File: src/sv/hclr_pkg.sv
// Shared constants for the handle cache with oldest-stamp replacement.
`timescale 1ns / 1ps

package hclr_pkg;

  // Cache geometry
  localparam int unsigned ENTRIES = 2;
  localparam int unsigned IDX_W   = (ENTRIES > 1) ? $clog2(ENTRIES) : 1;

  // Field widths
  localparam int unsigned ID_W     = 64;
  localparam int unsigned HANDLE_W = 64;
  localparam int unsigned STAMP_W  = 64;

  // Command codes
  localparam logic [1:0] CMD_TAKE      = 2'd0;
  localparam logic [1:0] CMD_STORE     = 2'd1;
  localparam logic [1:0] CMD_INVAL     = 2'd2;
  localparam logic [1:0] CMD_INVAL_ALL = 2'd3;

endpackage

File: src/sv/handle_cache_lru_replace.sv
// Fully associative handle cache: take, store with oldest-stamp eviction, invalidation.
// A scan checks the entries in index order with one shared 128-bit identifier compare and
//   64-bit stamp compare, one entry per cycle, held while an invalidate-all waits on a full output.
// Commands: one at a time; in_ready_o is low from an accept until the command's last
//   result word is registered, which an output stall delays.
// Reset: asynchronous, active low; all entries empty, stamp counter zero, no word pending.
`timescale 1ns / 1ps

module handle_cache_lru_replace (
  input  logic        clk_i,
  input  logic        rst_ni,
  input  logic        in_valid_i,
  output logic        in_ready_o,
  input  logic [1:0]  command_i,
  input  logic [63:0] id_high_i,
  input  logic [63:0] id_low_i,
  input  logic [63:0] handle_in_i,
  output logic        out_valid_o,
  input  logic        out_ready_i,
  output logic        hit_o,
  output logic [63:0] handle_out_o,
  output logic        closed_o,
  output logic [63:0] closed_handle_o,
  output logic        last_o
);

  localparam int unsigned EN = hclr_pkg::ENTRIES;
  localparam int unsigned IW = hclr_pkg::IDX_W;

  localparam logic [1:0] ST_IDLE = 2'd0;
  localparam logic [1:0] ST_SCAN = 2'd1;
  localparam logic [1:0] ST_EMIT = 2'd2;

  // Entry storage
  logic [hclr_pkg::ID_W-1:0]     id_high_q [EN];
  logic [hclr_pkg::ID_W-1:0]     id_low_q  [EN];
  logic [hclr_pkg::HANDLE_W-1:0] handle_q  [EN];
  logic [hclr_pkg::STAMP_W-1:0]  stamp_q   [EN];
  logic [EN-1:0]                 valid_q, valid_d;
  logic [hclr_pkg::STAMP_W-1:0]  next_stamp_q, next_stamp_d;

  // Sequencer state
  logic [1:0]                    state_q, state_d;
  logic [1:0]                    cmd_q, cmd_d;
  logic [hclr_pkg::ID_W-1:0]     key_hi_q, key_hi_d, key_lo_q, key_lo_d;
  logic [hclr_pkg::HANDLE_W-1:0] hin_q, hin_d;
  logic [IW-1:0]                 idx_q, idx_d;
  logic                          found_q, found_d;
  logic [IW-1:0]                 sel_idx_q, sel_idx_d;
  logic [hclr_pkg::HANDLE_W-1:0] sel_handle_q, sel_handle_d;
  logic                          cand_valid_q, cand_valid_d;
  logic [IW-1:0]                 cand_idx_q, cand_idx_d;
  logic [hclr_pkg::STAMP_W-1:0]  cand_stamp_q, cand_stamp_d;
  logic [hclr_pkg::HANDLE_W-1:0] cand_handle_q, cand_handle_d;
  logic                          emitted_q, emitted_d;

  // Output register
  logic                          out_valid_q, out_valid_d;
  logic                          hit_q, hit_d, closed_q, closed_d, last_q, last_d;
  logic [hclr_pkg::HANDLE_W-1:0] hout_q, hout_d, chandle_q, chandle_d;

  // Shared unit and scan helpers
  logic          cur_valid, id_eq, stamp_lt, scan_last, any_later, out_free;
  logic [EN-1:0] above_mask;
  logic          wr_en;
  logic [IW-1:0] wr_idx;

  assign cur_valid = valid_q[idx_q];
  assign id_eq     = (id_high_q[idx_q] == key_hi_q) && (id_low_q[idx_q] == key_lo_q);
  assign stamp_lt  = stamp_q[idx_q] < cand_stamp_q;
  assign scan_last = (idx_q == IW'(EN - 1));
  assign out_free  = !out_valid_q || out_ready_i;

  // Mark entries above the scan index
  always_comb begin
    for (int i = 0; i < EN; i++) begin
      above_mask[i] = (IW'(i) > idx_q);
    end
  end
  assign any_later = |(valid_q & above_mask);

  // Sequencer
  always_comb begin
    state_d       = state_q;
    cmd_d         = cmd_q;
    key_hi_d      = key_hi_q;
    key_lo_d      = key_lo_q;
    hin_d         = hin_q;
    idx_d         = idx_q;
    found_d       = found_q;
    sel_idx_d     = sel_idx_q;
    sel_handle_d  = sel_handle_q;
    cand_valid_d  = cand_valid_q;
    cand_idx_d    = cand_idx_q;
    cand_stamp_d  = cand_stamp_q;
    cand_handle_d = cand_handle_q;
    emitted_d     = emitted_q;
    valid_d       = valid_q;
    next_stamp_d  = next_stamp_q;
    wr_en         = 1'b0;
    wr_idx        = cand_idx_q;
    out_valid_d   = out_valid_q && !out_ready_i;
    hit_d         = hit_q;
    hout_d        = hout_q;
    closed_d      = closed_q;
    chandle_d     = chandle_q;
    last_d        = last_q;

    case (state_q)
      ST_IDLE: begin
        if (in_valid_i) begin
          cmd_d        = command_i;
          key_hi_d     = id_high_i;
          key_lo_d     = id_low_i;
          hin_d        = handle_in_i;
          idx_d        = '0;
          found_d      = 1'b0;
          cand_valid_d = 1'b0;
          emitted_d    = 1'b0;
          state_d      = ST_SCAN;
        end
      end

      ST_SCAN: begin
        case (cmd_q)
          hclr_pkg::CMD_TAKE, hclr_pkg::CMD_INVAL: begin
            // Stop at the lowest matching entry
            if (cur_valid && id_eq) begin
              found_d      = 1'b1;
              sel_idx_d    = idx_q;
              sel_handle_d = handle_q[idx_q];
              state_d      = ST_EMIT;
            end else if (scan_last) begin
              state_d = ST_EMIT;
            end else begin
              idx_d = idx_q + IW'(1);
            end
          end
          hclr_pkg::CMD_STORE: begin
            // Take the lowest free entry, else track the oldest stamp
            if (!cur_valid) begin
              found_d   = 1'b1;
              sel_idx_d = idx_q;
              state_d   = ST_EMIT;
            end else begin
              if (!cand_valid_q || stamp_lt) begin
                cand_valid_d  = 1'b1;
                cand_idx_d    = idx_q;
                cand_stamp_d  = stamp_q[idx_q];
                cand_handle_d = handle_q[idx_q];
              end
              if (scan_last) begin
                state_d = ST_EMIT;
              end else begin
                idx_d = idx_q + IW'(1);
              end
            end
          end
          default: begin
            // Invalidate all: one word per valid entry, or one empty word if none is valid; hold while output is full
            if (out_free) begin
              if (cur_valid) begin
                out_valid_d    = 1'b1;
                hit_d          = 1'b0;
                hout_d         = '0;
                closed_d       = 1'b1;
                chandle_d      = handle_q[idx_q];
                last_d         = !any_later;
                valid_d[idx_q] = 1'b0;
                emitted_d      = 1'b1;
              end else if (scan_last && !emitted_q) begin
                out_valid_d = 1'b1;
                hit_d       = 1'b0;
                hout_d      = '0;
                closed_d    = 1'b0;
                chandle_d   = '0;
                last_d      = 1'b1;
              end
              if (scan_last) begin
                state_d = ST_IDLE;
              end else begin
                idx_d = idx_q + IW'(1);
              end
            end
          end
        endcase
      end

      ST_EMIT: begin
        if (out_free) begin
          out_valid_d = 1'b1;
          hit_d       = 1'b0;
          hout_d      = '0;
          closed_d    = 1'b0;
          chandle_d   = '0;
          last_d      = 1'b1;
          case (cmd_q)
            hclr_pkg::CMD_TAKE: begin
              hit_d = found_q;
              if (found_q) begin
                hout_d             = sel_handle_q;
                valid_d[sel_idx_q] = 1'b0;
              end
            end
            hclr_pkg::CMD_INVAL: begin
              closed_d = found_q;
              if (found_q) begin
                chandle_d          = sel_handle_q;
                valid_d[sel_idx_q] = 1'b0;
              end
            end
            default: begin
              // Store: write the chosen entry, report the evicted handle
              wr_en           = 1'b1;
              wr_idx          = found_q ? sel_idx_q : cand_idx_q;
              valid_d[wr_idx] = (key_hi_q | key_lo_q) != '0;
              next_stamp_d    = next_stamp_q + hclr_pkg::STAMP_W'(1);
              closed_d        = !found_q;
              chandle_d       = found_q ? '0 : cand_handle_q;
            end
          endcase
          state_d = ST_IDLE;
        end
      end

      default: begin
        state_d = ST_IDLE;
      end
    endcase
  end

  // Control registers
  always_ff @(posedge clk_i or negedge rst_ni) begin
    if (!rst_ni) begin
      state_q      <= ST_IDLE;
      valid_q      <= '0;
      next_stamp_q <= '0;
      out_valid_q  <= 1'b0;
      found_q      <= 1'b0;
      cand_valid_q <= 1'b0;
      emitted_q    <= 1'b0;
      idx_q        <= '0;
    end else begin
      state_q      <= state_d;
      valid_q      <= valid_d;
      next_stamp_q <= next_stamp_d;
      out_valid_q  <= out_valid_d;
      found_q      <= found_d;
      cand_valid_q <= cand_valid_d;
      emitted_q    <= emitted_d;
      idx_q        <= idx_d;
    end
  end

  // Payload registers
  always_ff @(posedge clk_i) begin
    cmd_q         <= cmd_d;
    key_hi_q      <= key_hi_d;
    key_lo_q      <= key_lo_d;
    hin_q         <= hin_d;
    sel_idx_q     <= sel_idx_d;
    sel_handle_q  <= sel_handle_d;
    cand_idx_q    <= cand_idx_d;
    cand_stamp_q  <= cand_stamp_d;
    cand_handle_q <= cand_handle_d;
    hit_q         <= hit_d;
    hout_q        <= hout_d;
    closed_q      <= closed_d;
    chandle_q     <= chandle_d;
    last_q        <= last_d;
  end

  // Entry write port
  always_ff @(posedge clk_i) begin
    if (wr_en) begin
      id_high_q[wr_idx] <= key_hi_q;
      id_low_q[wr_idx]  <= key_lo_q;
      handle_q[wr_idx]  <= hin_q;
      stamp_q[wr_idx]   <= next_stamp_q;
    end
  end

  assign in_ready_o      = (state_q == ST_IDLE);
  assign out_valid_o     = out_valid_q;
  assign hit_o           = hit_q;
  assign handle_out_o    = hout_q;
  assign closed_o        = closed_q;
  assign closed_handle_o = chandle_q;
  assign last_o          = last_q;

`ifndef NO_ASSERTIONS
  // Eviction only happens with every entry in use
  assert property (@(posedge clk_i) disable iff (!rst_ni)
    (state_q == ST_EMIT && cmd_q == hclr_pkg::CMD_STORE && !found_q) |-> (&valid_q))
    else $error("store evicts while a free entry exists");

  // Invalidate-all leaves the cache empty once its scan completes
  assert property (@(posedge clk_i) disable iff (!rst_ni)
    (state_q == ST_SCAN && cmd_q == hclr_pkg::CMD_INVAL_ALL && scan_last && out_free)
    |=> (valid_q == '0))
    else $error("entries remain valid after invalidate-all");

  // A take hit frees its entry
  assert property (@(posedge clk_i) disable iff (!rst_ni)
    (state_q == ST_EMIT && cmd_q == hclr_pkg::CMD_TAKE && found_q && out_free)
    |=> !valid_q[$past(sel_idx_q)])
    else $error("take hit did not free its entry");

  // Each store advances the stamp counter by one
  assert property (@(posedge clk_i) disable iff (!rst_ni)
    (state_q == ST_EMIT && cmd_q == hclr_pkg::CMD_STORE && out_free)
    |=> (next_stamp_q == $past(next_stamp_q) + hclr_pkg::STAMP_W'(1)))
    else $error("stamp counter did not advance on store");
`endif

endmodule

File: config.mk
export PLATFORM = sky130hd
export DESIGN_NAME = handle_cache_lru_replace
export DESIGN_NICKNAME = d
export VERILOG_FILES = /design/src/sv/hclr_pkg.sv /design/src/sv/handle_cache_lru_replace.sv
export SDC_FILE = /design/constraint.sdc
export NUM_CORES = 1
export LEC_CHECK = 0
export BUFFER_PORTS_ARGS = -buffer_cell sky130_fd_sc_hd__buf_2
export CAP_MARGIN = 20
export CORE_MARGIN = 2
export CORE_UTILIZATION = 40
export DETAILED_ROUTE_END_ITERATION = 8
export PLACE_DENSITY = 0.59
export SYNTH_ARGS = -nofsm -noshare
export SYNTH_HDL_FRONTEND = slang
export SYNTH_SLANG_ARGS = --single-unit
File: constraint.sdc
create_clock -name clk_i -period 37.6 [get_ports clk_i]
set_input_delay 3.76 -clock clk_i [delete_from_list [all_inputs] [get_ports clk_i]]
set_output_delay 3.76 -clock clk_i [all_outputs]
set_load 0.1 [all_outputs]
## After elaboration in Yosys (flattened, before gate mapping)

Memories as Yosys holds them, arrays and structs flattened.
Cells that the tools add are included.

| word-level totals | value |
|---|---|
| register bits | 592 |
| RAM bits | 512 |
| input bits | 198 |
| word-level logic and storage cells | 200 |
| memories | 4 |

Memory list:

| memory | words | bits a word | read ports | clocked after Yosys merged registers in | wr ports | RTL line | RTL |
|---|---|---|---|---|---|---|---|
| handle_q | 2 | 64 | 1 | 0 | 1 | handle_cache_lru_replace.sv:37 | `logic [hclr_pkg::HANDLE_W-1:0] handle_q [EN];` |
| id_high_q | 2 | 64 | 1 | 0 | 1 | handle_cache_lru_replace.sv:35 | `logic [hclr_pkg::ID_W-1:0] id_high_q [EN];` |
| id_low_q | 2 | 64 | 1 | 0 | 1 | handle_cache_lru_replace.sv:36 | `logic [hclr_pkg::ID_W-1:0] id_low_q [EN];` |
| stamp_q | 2 | 64 | 1 | 0 | 1 | handle_cache_lru_replace.sv:38 | `logic [hclr_pkg::STAMP_W-1:0] stamp_q [EN];` |

| cells by class | value |
|---|---|
| $add $sub $neg | 2 |
| $lt $le $gt $ge | 9 |
| equal/unequal tests | 24 |
| multiplexer cells | 96 |
| bitwise operators | 7 |
| reduce and logical (&&, ||, !) cells | 36 |

Operators by type and width:

| operator | number |
|---|---|
| $mux W64 | 12 |
| $pmux W64 S2 | 3 |
| $eq A64 B64 Y1 | 2 |
| $add A64 B1 Y64 const B | 1 |
| $lt A64 B64 Y1 | 1 |
| $or A64 B64 Y64 | 1 |
| $reduce_bool A64 Y1 | 1 |
| $mux W1 | 49 |
| $mux W2 | 13 |
| $reduce_and A5 Y1 | 5 |
| $pmux W1 S2 | 12 |
| $ne A3 B3 Y1 const B | 7 |
| $ne A2 B2 Y1 const B | 8 |
| $reduce_and A4 Y1 | 3 |
| $ne A4 B4 Y1 const B | 2 |
| $pmux W2 S2 | 2 |
| $logic_and A1 B1 Y1 | 7 |
| $and A2 B2 Y2 | 3 |
| $logic_not A1 Y1 | 6 |
| $lt A1 B2 Y1 const B | 3 |
| $pmux W2 S3 | 1 |
| $reduce_and A3 Y1 | 2 |
| $reduce_and A6 Y1 | 1 |
| $reduce_bool A2 Y1 | 3 |
| 15 further kinds | 26 |

## Longest topological paths before layout

Gate-level depths: netlist of the first run.

| logic depth | value |
|---|---|
| depth in word-level cells | 10 |
| depth in mapped cells | 15 |
| mapped depth without buffers | 10 |

## Least setup slack after synthesis of the first run

Ideal clock, no wire load.

| path | value |
|---|---|
| path type | in2reg |
| start | input port out_ready_i |
| end | memory handle_q[1][0] (netlist name) (enable) |
| setup time | 1.186 ns |
| arrival time | 21.165 ns |
| slack | 15.249 ns |
| stages on the path | 3 |
| cell sequence | nor2b_1 buf_2 nor3_1 |

| on the way | value |
|---|---|
| word-level cells in the longest chain between the ends | 5 |
| elaborated cells between the ends (all ways) | 7 |

Ends and longest elaborated chain:

| item | RTL line | RTL |
|---|---|---|
| start, declared | handle_cache_lru_replace.sv:19 | `input logic out_ready_i,` |
| $logic_or A1 B1 Y1 (*) | handle_cache_lru_replace.sv:72 | `assign out_free = !out_valid_q \|\| out_ready_i;` |
| $mux W1 | handle_cache_lru_replace.sv:190 | `if (out_free) begin` |
| $mux W1 | handle_cache_lru_replace.sv:109 | `case (state_q)` |
| $mux W1 | handle_cache_lru_replace.sv:275 | `if (wr_en) begin` |
| $mux W1 (not written as such) | handle_cache_lru_replace.sv:278 | `handle_q[wr_idx] <= hin_q;` |
| end, declared | handle_cache_lru_replace.sv:37 |  |

Mark *: on every way between the ends. The rest lies on a longest branch, timed or not.

## Final worst setup path of the first run

| path | value |
|---|---|
| start | register idx_q |
| end | register cand_stamp_q[30] (netlist name) (read register of stamp_q) (enable) |

| on the way | value |
|---|---|
| word-level cells in the longest chain between the ends | 4 |
| elaborated cells between the ends (all ways) | 6 |

Ends and longest elaborated chain:

| item | RTL line | RTL |
|---|---|---|
| start, declared | handle_cache_lru_replace.sv:47 | `logic [IW-1:0] idx_q, idx_d;` |
| start signal, assigned | handle_cache_lru_replace.sv:251 | `idx_q <= idx_d;` |
| $mem_v2 Z2 W64 | - |  |
| $lt A64 B64 Y1 | handle_cache_lru_replace.sv:70 | `assign stamp_lt = stamp_q[idx_q] < cand_stamp_q;` |
| $logic_or A1 B1 Y1 | handle_cache_lru_replace.sv:146 | `if (!cand_valid_q \|\| stamp_lt) begin` |
| $reduce_and A4 Y1 (no line) (*) | - |  |
| end, declared | handle_cache_lru_replace.sv:53 | `logic [hclr_pkg::STAMP_W-1:0] cand_stamp_q, cand_stamp_d;` |

Mark *: on every way between the ends. The rest lies on a longest branch, timed or not. The select of a mux whose other input is x is not followed.
A chain may end at the register's enable or synchronous reset.

==> run_results.csv, run 1 <==
group,metric,value,unit
routing,drt_wl_total,88.9,mm
critical_path,crit_type,"reg -> reg",
cts,clk_latency,0.69,ns
routing,route.met2.wl,43.0,mm
sta,slew_headroom,15.3,%
placement,io_buffers,330,
cells_and_area,drive_above_1_share,23.9,%
grt,antenna_found_initial,8,
pwr,p_int,2430,uW
sta,slew_viol_final,0,
critical_path,r2r-start,"idx_q",
routing,maxUsedRoutingLayer,"met5",
placement,placed_cell_area,0.0455,mm2
critical_path,crit_arrival,6.94,ns
grt,grt_overflow,0,
logic_synthesis,synth_cell_types,57,
job,cap_viol_max_count,0,
logic_synthesis,synth_ff_type,"edfxtp_1",
cts,numCtsBuffers,110,
cts,ctsHoldBuffers,0,
outcome,status,"finished, final reports clean",
critical_path,crit_top_cell,"buf_4",
pwr,pwr-share-seq,45.8,%
critical_path,required,37.91,ns
logic_synthesis,synthesis.nets,2593,
critical_path,end_kind,"flip-flop",
critical_path,crit_path_max_incr_delay,0.80,ns
critical_path,ff2ff_setup_slack,30.98,ns
routing,avgViaCountPerCell,5.10,
pwr,p_leak,0.0174,uW
pwr,p_sw,1150,uW
routing,drt-met1-wl,38.3,mm
cells_and_area,nNetsFinal,2992,
critical_path,worstReg2RegEnd,"cand_stamp_q[30]",
die,io_pins,331,
logic_synthesis,synth_area,0.0422,mm2
grt,grt_pass1_vias,21800,
sta,tns,0,ns
die,die_h,329,um
cells_and_area,area_growth,16.6,%
logic_synthesis,ys_seq_elements,1104,
grt,grt_pass1_wl,134,mm
critical_path,critical_path.startpoint,"idx_q",
cts,clock_path_buffers,3,
die,die_x,329,um
cts,path_clk_slew,0.06,ns
die,initial_core_util,40.2,%
critical_path,crit_end,"cand_stamp_q[30]",
pwr,clkPwrFrac,30.9,%
critical_path,crit_fanout,62,
sta,fin_skew,0.0286,ns
routing,drc,0,
logic_synthesis,netlist_instances,2328,
logic_synthesis,synth_area_per_cell,18.1,um2
cts,clockRootBuffer,"clkbuf_16",
cells_and_area,fill_cells,8889,
routing,drt_iter0_markers,1754,
routing,dr_wl_met3,5.08,mm
critical_path,crit_path_start_kind,"flip-flop",
critical_path,slowest_stage,"buf_4",
placement,gp_routability_congestion,0.812,
sta,fin_crit,6.62,ns
pwr,power_density,72.7,mW/mm2
cts,cts_setup_buffers,0,
cts,cts_tree,"yes",
die,core_area,0.105,mm2
routing,ant_nets,0,
sta,grt_setup_unrepaired,"false",
routing,first_pass_iters,5,
routing,vias,21500,
pwr,swShare,32.1,%
hold_path,hp-class,"reg -> reg",
grt,grt_max_degree,137,
cells_and_area,final_cell_area,0.0492,mm2
placement,dp_hpwl,58.8,mm
sta,setup_violations,0,
critical_path,worstPathCellList,"buf_4, buf_4, mux2_2, ha_1, a21oi_1, nor2b_1, o21ai_0, a211o_1, o21ai_0, o311ai_0, nand3_1, a31oi_4, buf_4, buf_4",
sta,fmax,151,MHz
cts,clock_sinks,1104,
pwr,power_frac_comb,23.3,%
cts,cts_resized,0,
logic_synthesis,synthArstFlopShare,6.61,%
sta,min_period_over_period,17.6,%
grt,grt_usage,16.3,%
logic_synthesis,seq_area_frac_synth,77.7,%
die,fp-row-count,119,
critical_path,ff2ff_path_depth,14,
logic_synthesis,ys_warn_count,0,
pwr,ir_drop,0.0673,mV
die,dieArea,0.108,mm2
routing,wl_per_cell,21.1,um
sta,hold_viol,0,
logic_synthesis,synth_edf_count,1031,
cts,htreeDepth,3,
sta,worst_pin_slew,1.26,ns
## cell usage after synthesis, types with 3 or more instances
cell	count	area, um2
a221oi_1	7	61.3
dfrtp_1	73	1830
xnor2_1	113	990
o22ai_1	13	81.3
a22oi_1	65	488
o21ai_0	14	70.1
nor4_1	62	388
nor2b_1	5	31.3
and4_1	5	43.8
nor4_2	3	37.5
a21o_1	17	128
edfxtp_1	1031	31000
ha_1	67	838
nand2_1	51	191
buf_4	6	45.0
mux2i_1	130	1300
inv_1	78	293
and2_1	67	419
nor2_1	43	161
xor2_1	24	210
a211oi_1	5	37.5
o211ai_1	7	52.6
nand3_1	31	155
and3_1	10	62.6
nor3_2	3	30.0
o21a_1	5	37.5
buf_6	8	90.1
mux2_2	130	1460
a21oi_1	26	130
nand2b_1	6	37.5
clkbuf_1	45	169
nand4_1	38	238
nor3_1	12	60.1
buf_2	4	20.0
buf_1	5	18.8
o2bb2ai_1	86	753
a22o_1	5	43.8
## cell type report
cell class / count / area (um2) / area share, %
Clock buffer: 128 / 2850 / 5.80
Multi-Input combinational cell: 1077 / 8820 / 17.9
Inverter: 79 / 304 / 0.618
Antenna cell: 1 / 2.50 / 0.00509
Sequential cell: 1104 / 32800 / 66.6
Timing Repair Buffer: 355 / 1850 / 3.76
Clock inverter: 71 / 840 / 1.71
Tap cell: 1391 / 1740 / 3.54
## worst min path at each step
| stage | cells past startpoint | from | slack (ns) | endpoint |
|---|---|---|---|---|
| floorplan | 0 | hin_q[0] | 0.42 | handle_q[0][0] |
| global placement | 0 | hin_q[36] | 0.42 | handle_q[0][36] |
| detailed placement | 0 | hin_q[23] | 0.43 | handle_q[1][23] |
| CTS | 0 | hin_q[32] | 0.44 | handle_q[1][32] |
| global route | 0 | hin_q[36] | 0.46 | handle_q[0][36] |
| finish | 0 | hin_q[32] | 0.44 | handle_q[1][32] |
## metrics by stage
stage          std cells  util (%)  hold slack, ns  total power, uW  setup slack, ns
2_1_floorplan       2328         -           0.421             2320            15.25
3_3_place_gp        4005      43.3           0.423             2490            30.30
3_5_place_dp        4006      43.4           0.430             2510            30.25
4_1_cts             4205      46.9           0.444             3620            30.79
5_1_grt             4205      46.9           0.456             3720            30.41
6_report            4206      46.9           0.440             3580            30.98
## worst max-delay path: cells and delay by family (launching register included)
| kind | cells | cell delay, ns |
|---|---|---|
| buf+inv | 4 | 2.89 |
| compound gates | 6 | 1.53 |
| flops | 1 | 0.65 |
| mux | 1 | 0.43 |
| simple gates | 2 | 0.31 |
| fa+ha+maj | 1 | 0.29 |
## placed cells by master, fill, tap and decap left out, types with 51 or more instances in the layout
| master | n |
|---|---|
| a22oi_1 | 65 |
| and2_1 | 66 |
| buf_2 | 329 |
| clkbuf_16 | 111 |
| dfrtp_1 | 72 |
| edfxtp_1 | 1031 |
| ha_1 | 67 |
| inv_1 | 77 |
| mux2_2 | 130 |
| mux2i_1 | 130 |
| nand2_1 | 51 |
| nor4_1 | 62 |
| o2bb2ai_1 | 86 |
| xnor2_1 | 113 |
## routing by layer
metal,vias up,track usage [%]
met3,149,3.01
met2,605,27.1
met5,-,0
met4,12,5.38
li1,9946,-
met1,10800,21.7
## flip-flops by register name, indices dropped and copies added (netlist names), 128 cells and up
signal / flops
id_low_q: 128
handle_q: 128
stamp_q: 128
id_high_q: 128
## power groups by stage
stage | sequential [uW] | combinational, uW | clock [uW]
final | 1640 | 833 | 1100
after global routing | 1650 | 892 | 1180
after CTS | 1640 | 846 | 1130
after detailed placement | 1670 | 843 | 0
after global placement | 1660 | 833 | 0
after floorplan | 1910 | 416 | 0
## cells by family after synthesis
| family | synth area share (%) |
|---|---|
| and+or+nand+nor | 4.59 |
| buffers and inverters | 1.52 |
| muxes | 6.55 |
| DFF | 77.7 |
| xor gates and xnor gates | 2.84 |
| adders and majority gates | 1.99 |
| AOI/OAI and AO/OA | 4.80 |
No activity file was read; power rests on OpenSTA's default activity.
==> inputs of run 2 (changes only) <==
==> constraint.sdc (replaced) <==
create_clock -name clk_i -period 6.4 [get_ports clk_i]
set_input_delay 0.64 -clock clk_i [delete_from_list [all_inputs] [get_ports clk_i]]
set_output_delay 0.64 -clock clk_i [all_outputs]
set_load 0.1 [all_outputs]
==> run 2 against run 1 <==
Net effect:
- power rose to 5.9 times the previous value
- flip-flop and latch count unchanged
- register-to-register slack worse by 29 ns
- via count up 0.34%
- highest routed layer unchanged
- worst setup slack worse by 29 ns
- clock skew up 0.010 ns
- sequential share of layout area down 0.16 points
- clock power rose to 5.9 times the previous value
- largest power group unchanged
- clock-buffer cell count up 7
- largest cell class unchanged
==> run_results.csv, run 2 (synthesized netlist as in run 1, its figures left out) <==
group,metric,value,unit
sta,hold_viol,0,
cts,clk_latency,0.69,ns
placement,dp_hpwl,59.1,mm
sta,slew_viol_final,0,
critical_path,ff2ff_setup_slack,1.51,ns
cells_and_area,area_growth,16.9,%
critical_path,crit_type,"reg -> reg",
critical_path,r2r-start,"idx_q",
sta,min_period_over_period,76.4,%
sta,worst_pin_slew,1.03,ns
routing,vias,21500,
cells_and_area,final_common_cell,"edfxtp_1",
cts,cts_tree,"yes",
placement,detailedPlace.worstSlack,1.32,ns
grt,grt_pass1_vias,22100,
cts,clockRootBuffer,"clkbuf_16",
grt,grt_usage,16.5,%
die,die_h,329,um
pwr,p_total,21000,uW
die,core_area,0.105,mm2
sta,setup_violations,0,
hold_path,hp-class,"in -> reg",
cells_and_area,layout.area.seq,0.0328,mm2
cells_and_area,fill_cells,8906,
critical_path,end_kind,"flip-flop",
placement,io_buffers,330,
sta,slew_headroom,31.5,%
grt,grt_max_degree,154,
cts,clock_sinks,1104,
cells_and_area,nNetsFinal,2993,
hold_path,min_to,"hin_q[59]",
die,io_pins,331,
critical_path,crit_path_start_kind,"flip-flop",
grt,grt_pass1_wl,136,mm
cells_and_area,multiInputGateArea,0.00883,mm2
sta,tns,0,ns
cells_and_area,layout_common_cells,"edfxtp_1, buf_2, mux2_2, mux2i_1, xnor2_1",
routing,drt_wl_total,89.4,mm
die,fp-row-count,119,
grt,grt_overflow,0,
cts,path_clk_slew,0.06,ns
hold_path,hp-start,"handle_in_i[59]",
critical_path,crit_fanout,64,
job,cap_viol_max_count,0,
die,initial_core_util,40.2,%
sta,fin_skew,0.0388,ns
routing,drc,0,
sta,fmax,205,MHz
die,die_x,329,um
routing,drt_iter0_markers,1778,
routing,avgViaCountPerCell,5.11,
die,dieArea,0.108,mm2
pwr,ir_drop,0.391,mV
sta,grt_setup_unrepaired,"false",
routing,ant_nets,0,
pwr,p_leak,0.0174,uW
routing,wl_per_cell,21.2,um
cts,clock_path_buffers,3,
cts,htreeDepth,3,
hold_path,whs_path_depth,1,
outcome,status,"finished, final reports clean",
cts,numCtsBuffers,111,
placement,gp_routability_congestion,0.839,
critical_path,crit_arrival,5.22,ns
sta,setup_slack,1.51,ns
critical_path,required,6.73,ns
critical_path,ff2ff_path_depth,9,
sta,fin_hold_ws,0.123,ns
critical_path,worstReg2RegEnd,"sel_handle_q[55]",
cells_and_area,drive_above_1_share,24.1,%
pwr,power_density,427,mW/mm2
sta,fin_crit,4.89,ns
grt,antenna_found_initial,4,
routing,first_pass_iters,5,
==> run 2: area by class of cell <==
type	count	area share, %
inverters	79	0.616
repair buffers	355	3.96
multi-input cells	1077	17.9
flip-flops and latches	1104	66.5
clock inverters	72	1.51
diodes	2	0.0101
clock buffers	135	5.98
well taps	1391	3.53
==> run 2: layer usage <==
metal  part of all wire (%)  routed length, um  global-route usage, %
met4                    2.3               2080                   4.73
met1                     43              38300                   22.1
met3                    6.7               5970                   3.81
met2                     48              43000                   27.1
met5                  0.017                 15                      0
==> run 2: critical path: stages (launching register included) <==
cell     delay (ns)
dfrtp_4        0.90
buf_4          0.62
mux2i_1        0.30
xnor2_1        0.08
nor4_1         0.83
nand4_1        0.34
nor4_2         0.50
nand2_1        0.19
nor3_4         0.24
buf_12         0.33
==> run 2: stage by stage <==
stage / utilization, % / cell area (um2) / cells
floorplan: - / 42200 / 2328
global placement: 43.5 / 45600 / 4004
detailed placement: 43.5 / 45600 / 4005
CTS: 47.0 / 49300 / 4213
global route: 47.0 / 49300 / 4213
finish: 47.0 / 49300 / 4215
==> run 2: worst max-delay path by stage <==
stage,startpoint,to,slack [ns],cells after the start
after floorplan,out_valid_o,handle_q[1][0],-1.09,3
after global placement,idx_q,sel_handle_q[44],1.32,9
after detailed placement,idx_q,sel_handle_q[49],1.32,9
after CTS,idx_q,sel_handle_q[52],1.31,9
after global routing,idx_q,sel_handle_q[52],1.25,9
final,idx_q,sel_handle_q[55],1.51,9
==> run 2: repair_timing <==
action,in CTS,in global routing
hold buffers,1,0
resized for setup,0,0
setup buffers,0,0
endpoints found under the hold margin,30,0
==> run 2: report_power, final <==
group	internal, uW	switching, uW	total (uW)
logic	1390	3500	4890
clock network	3800	2680	6480
registers	9110	556	9670
total	14300	6730	21000
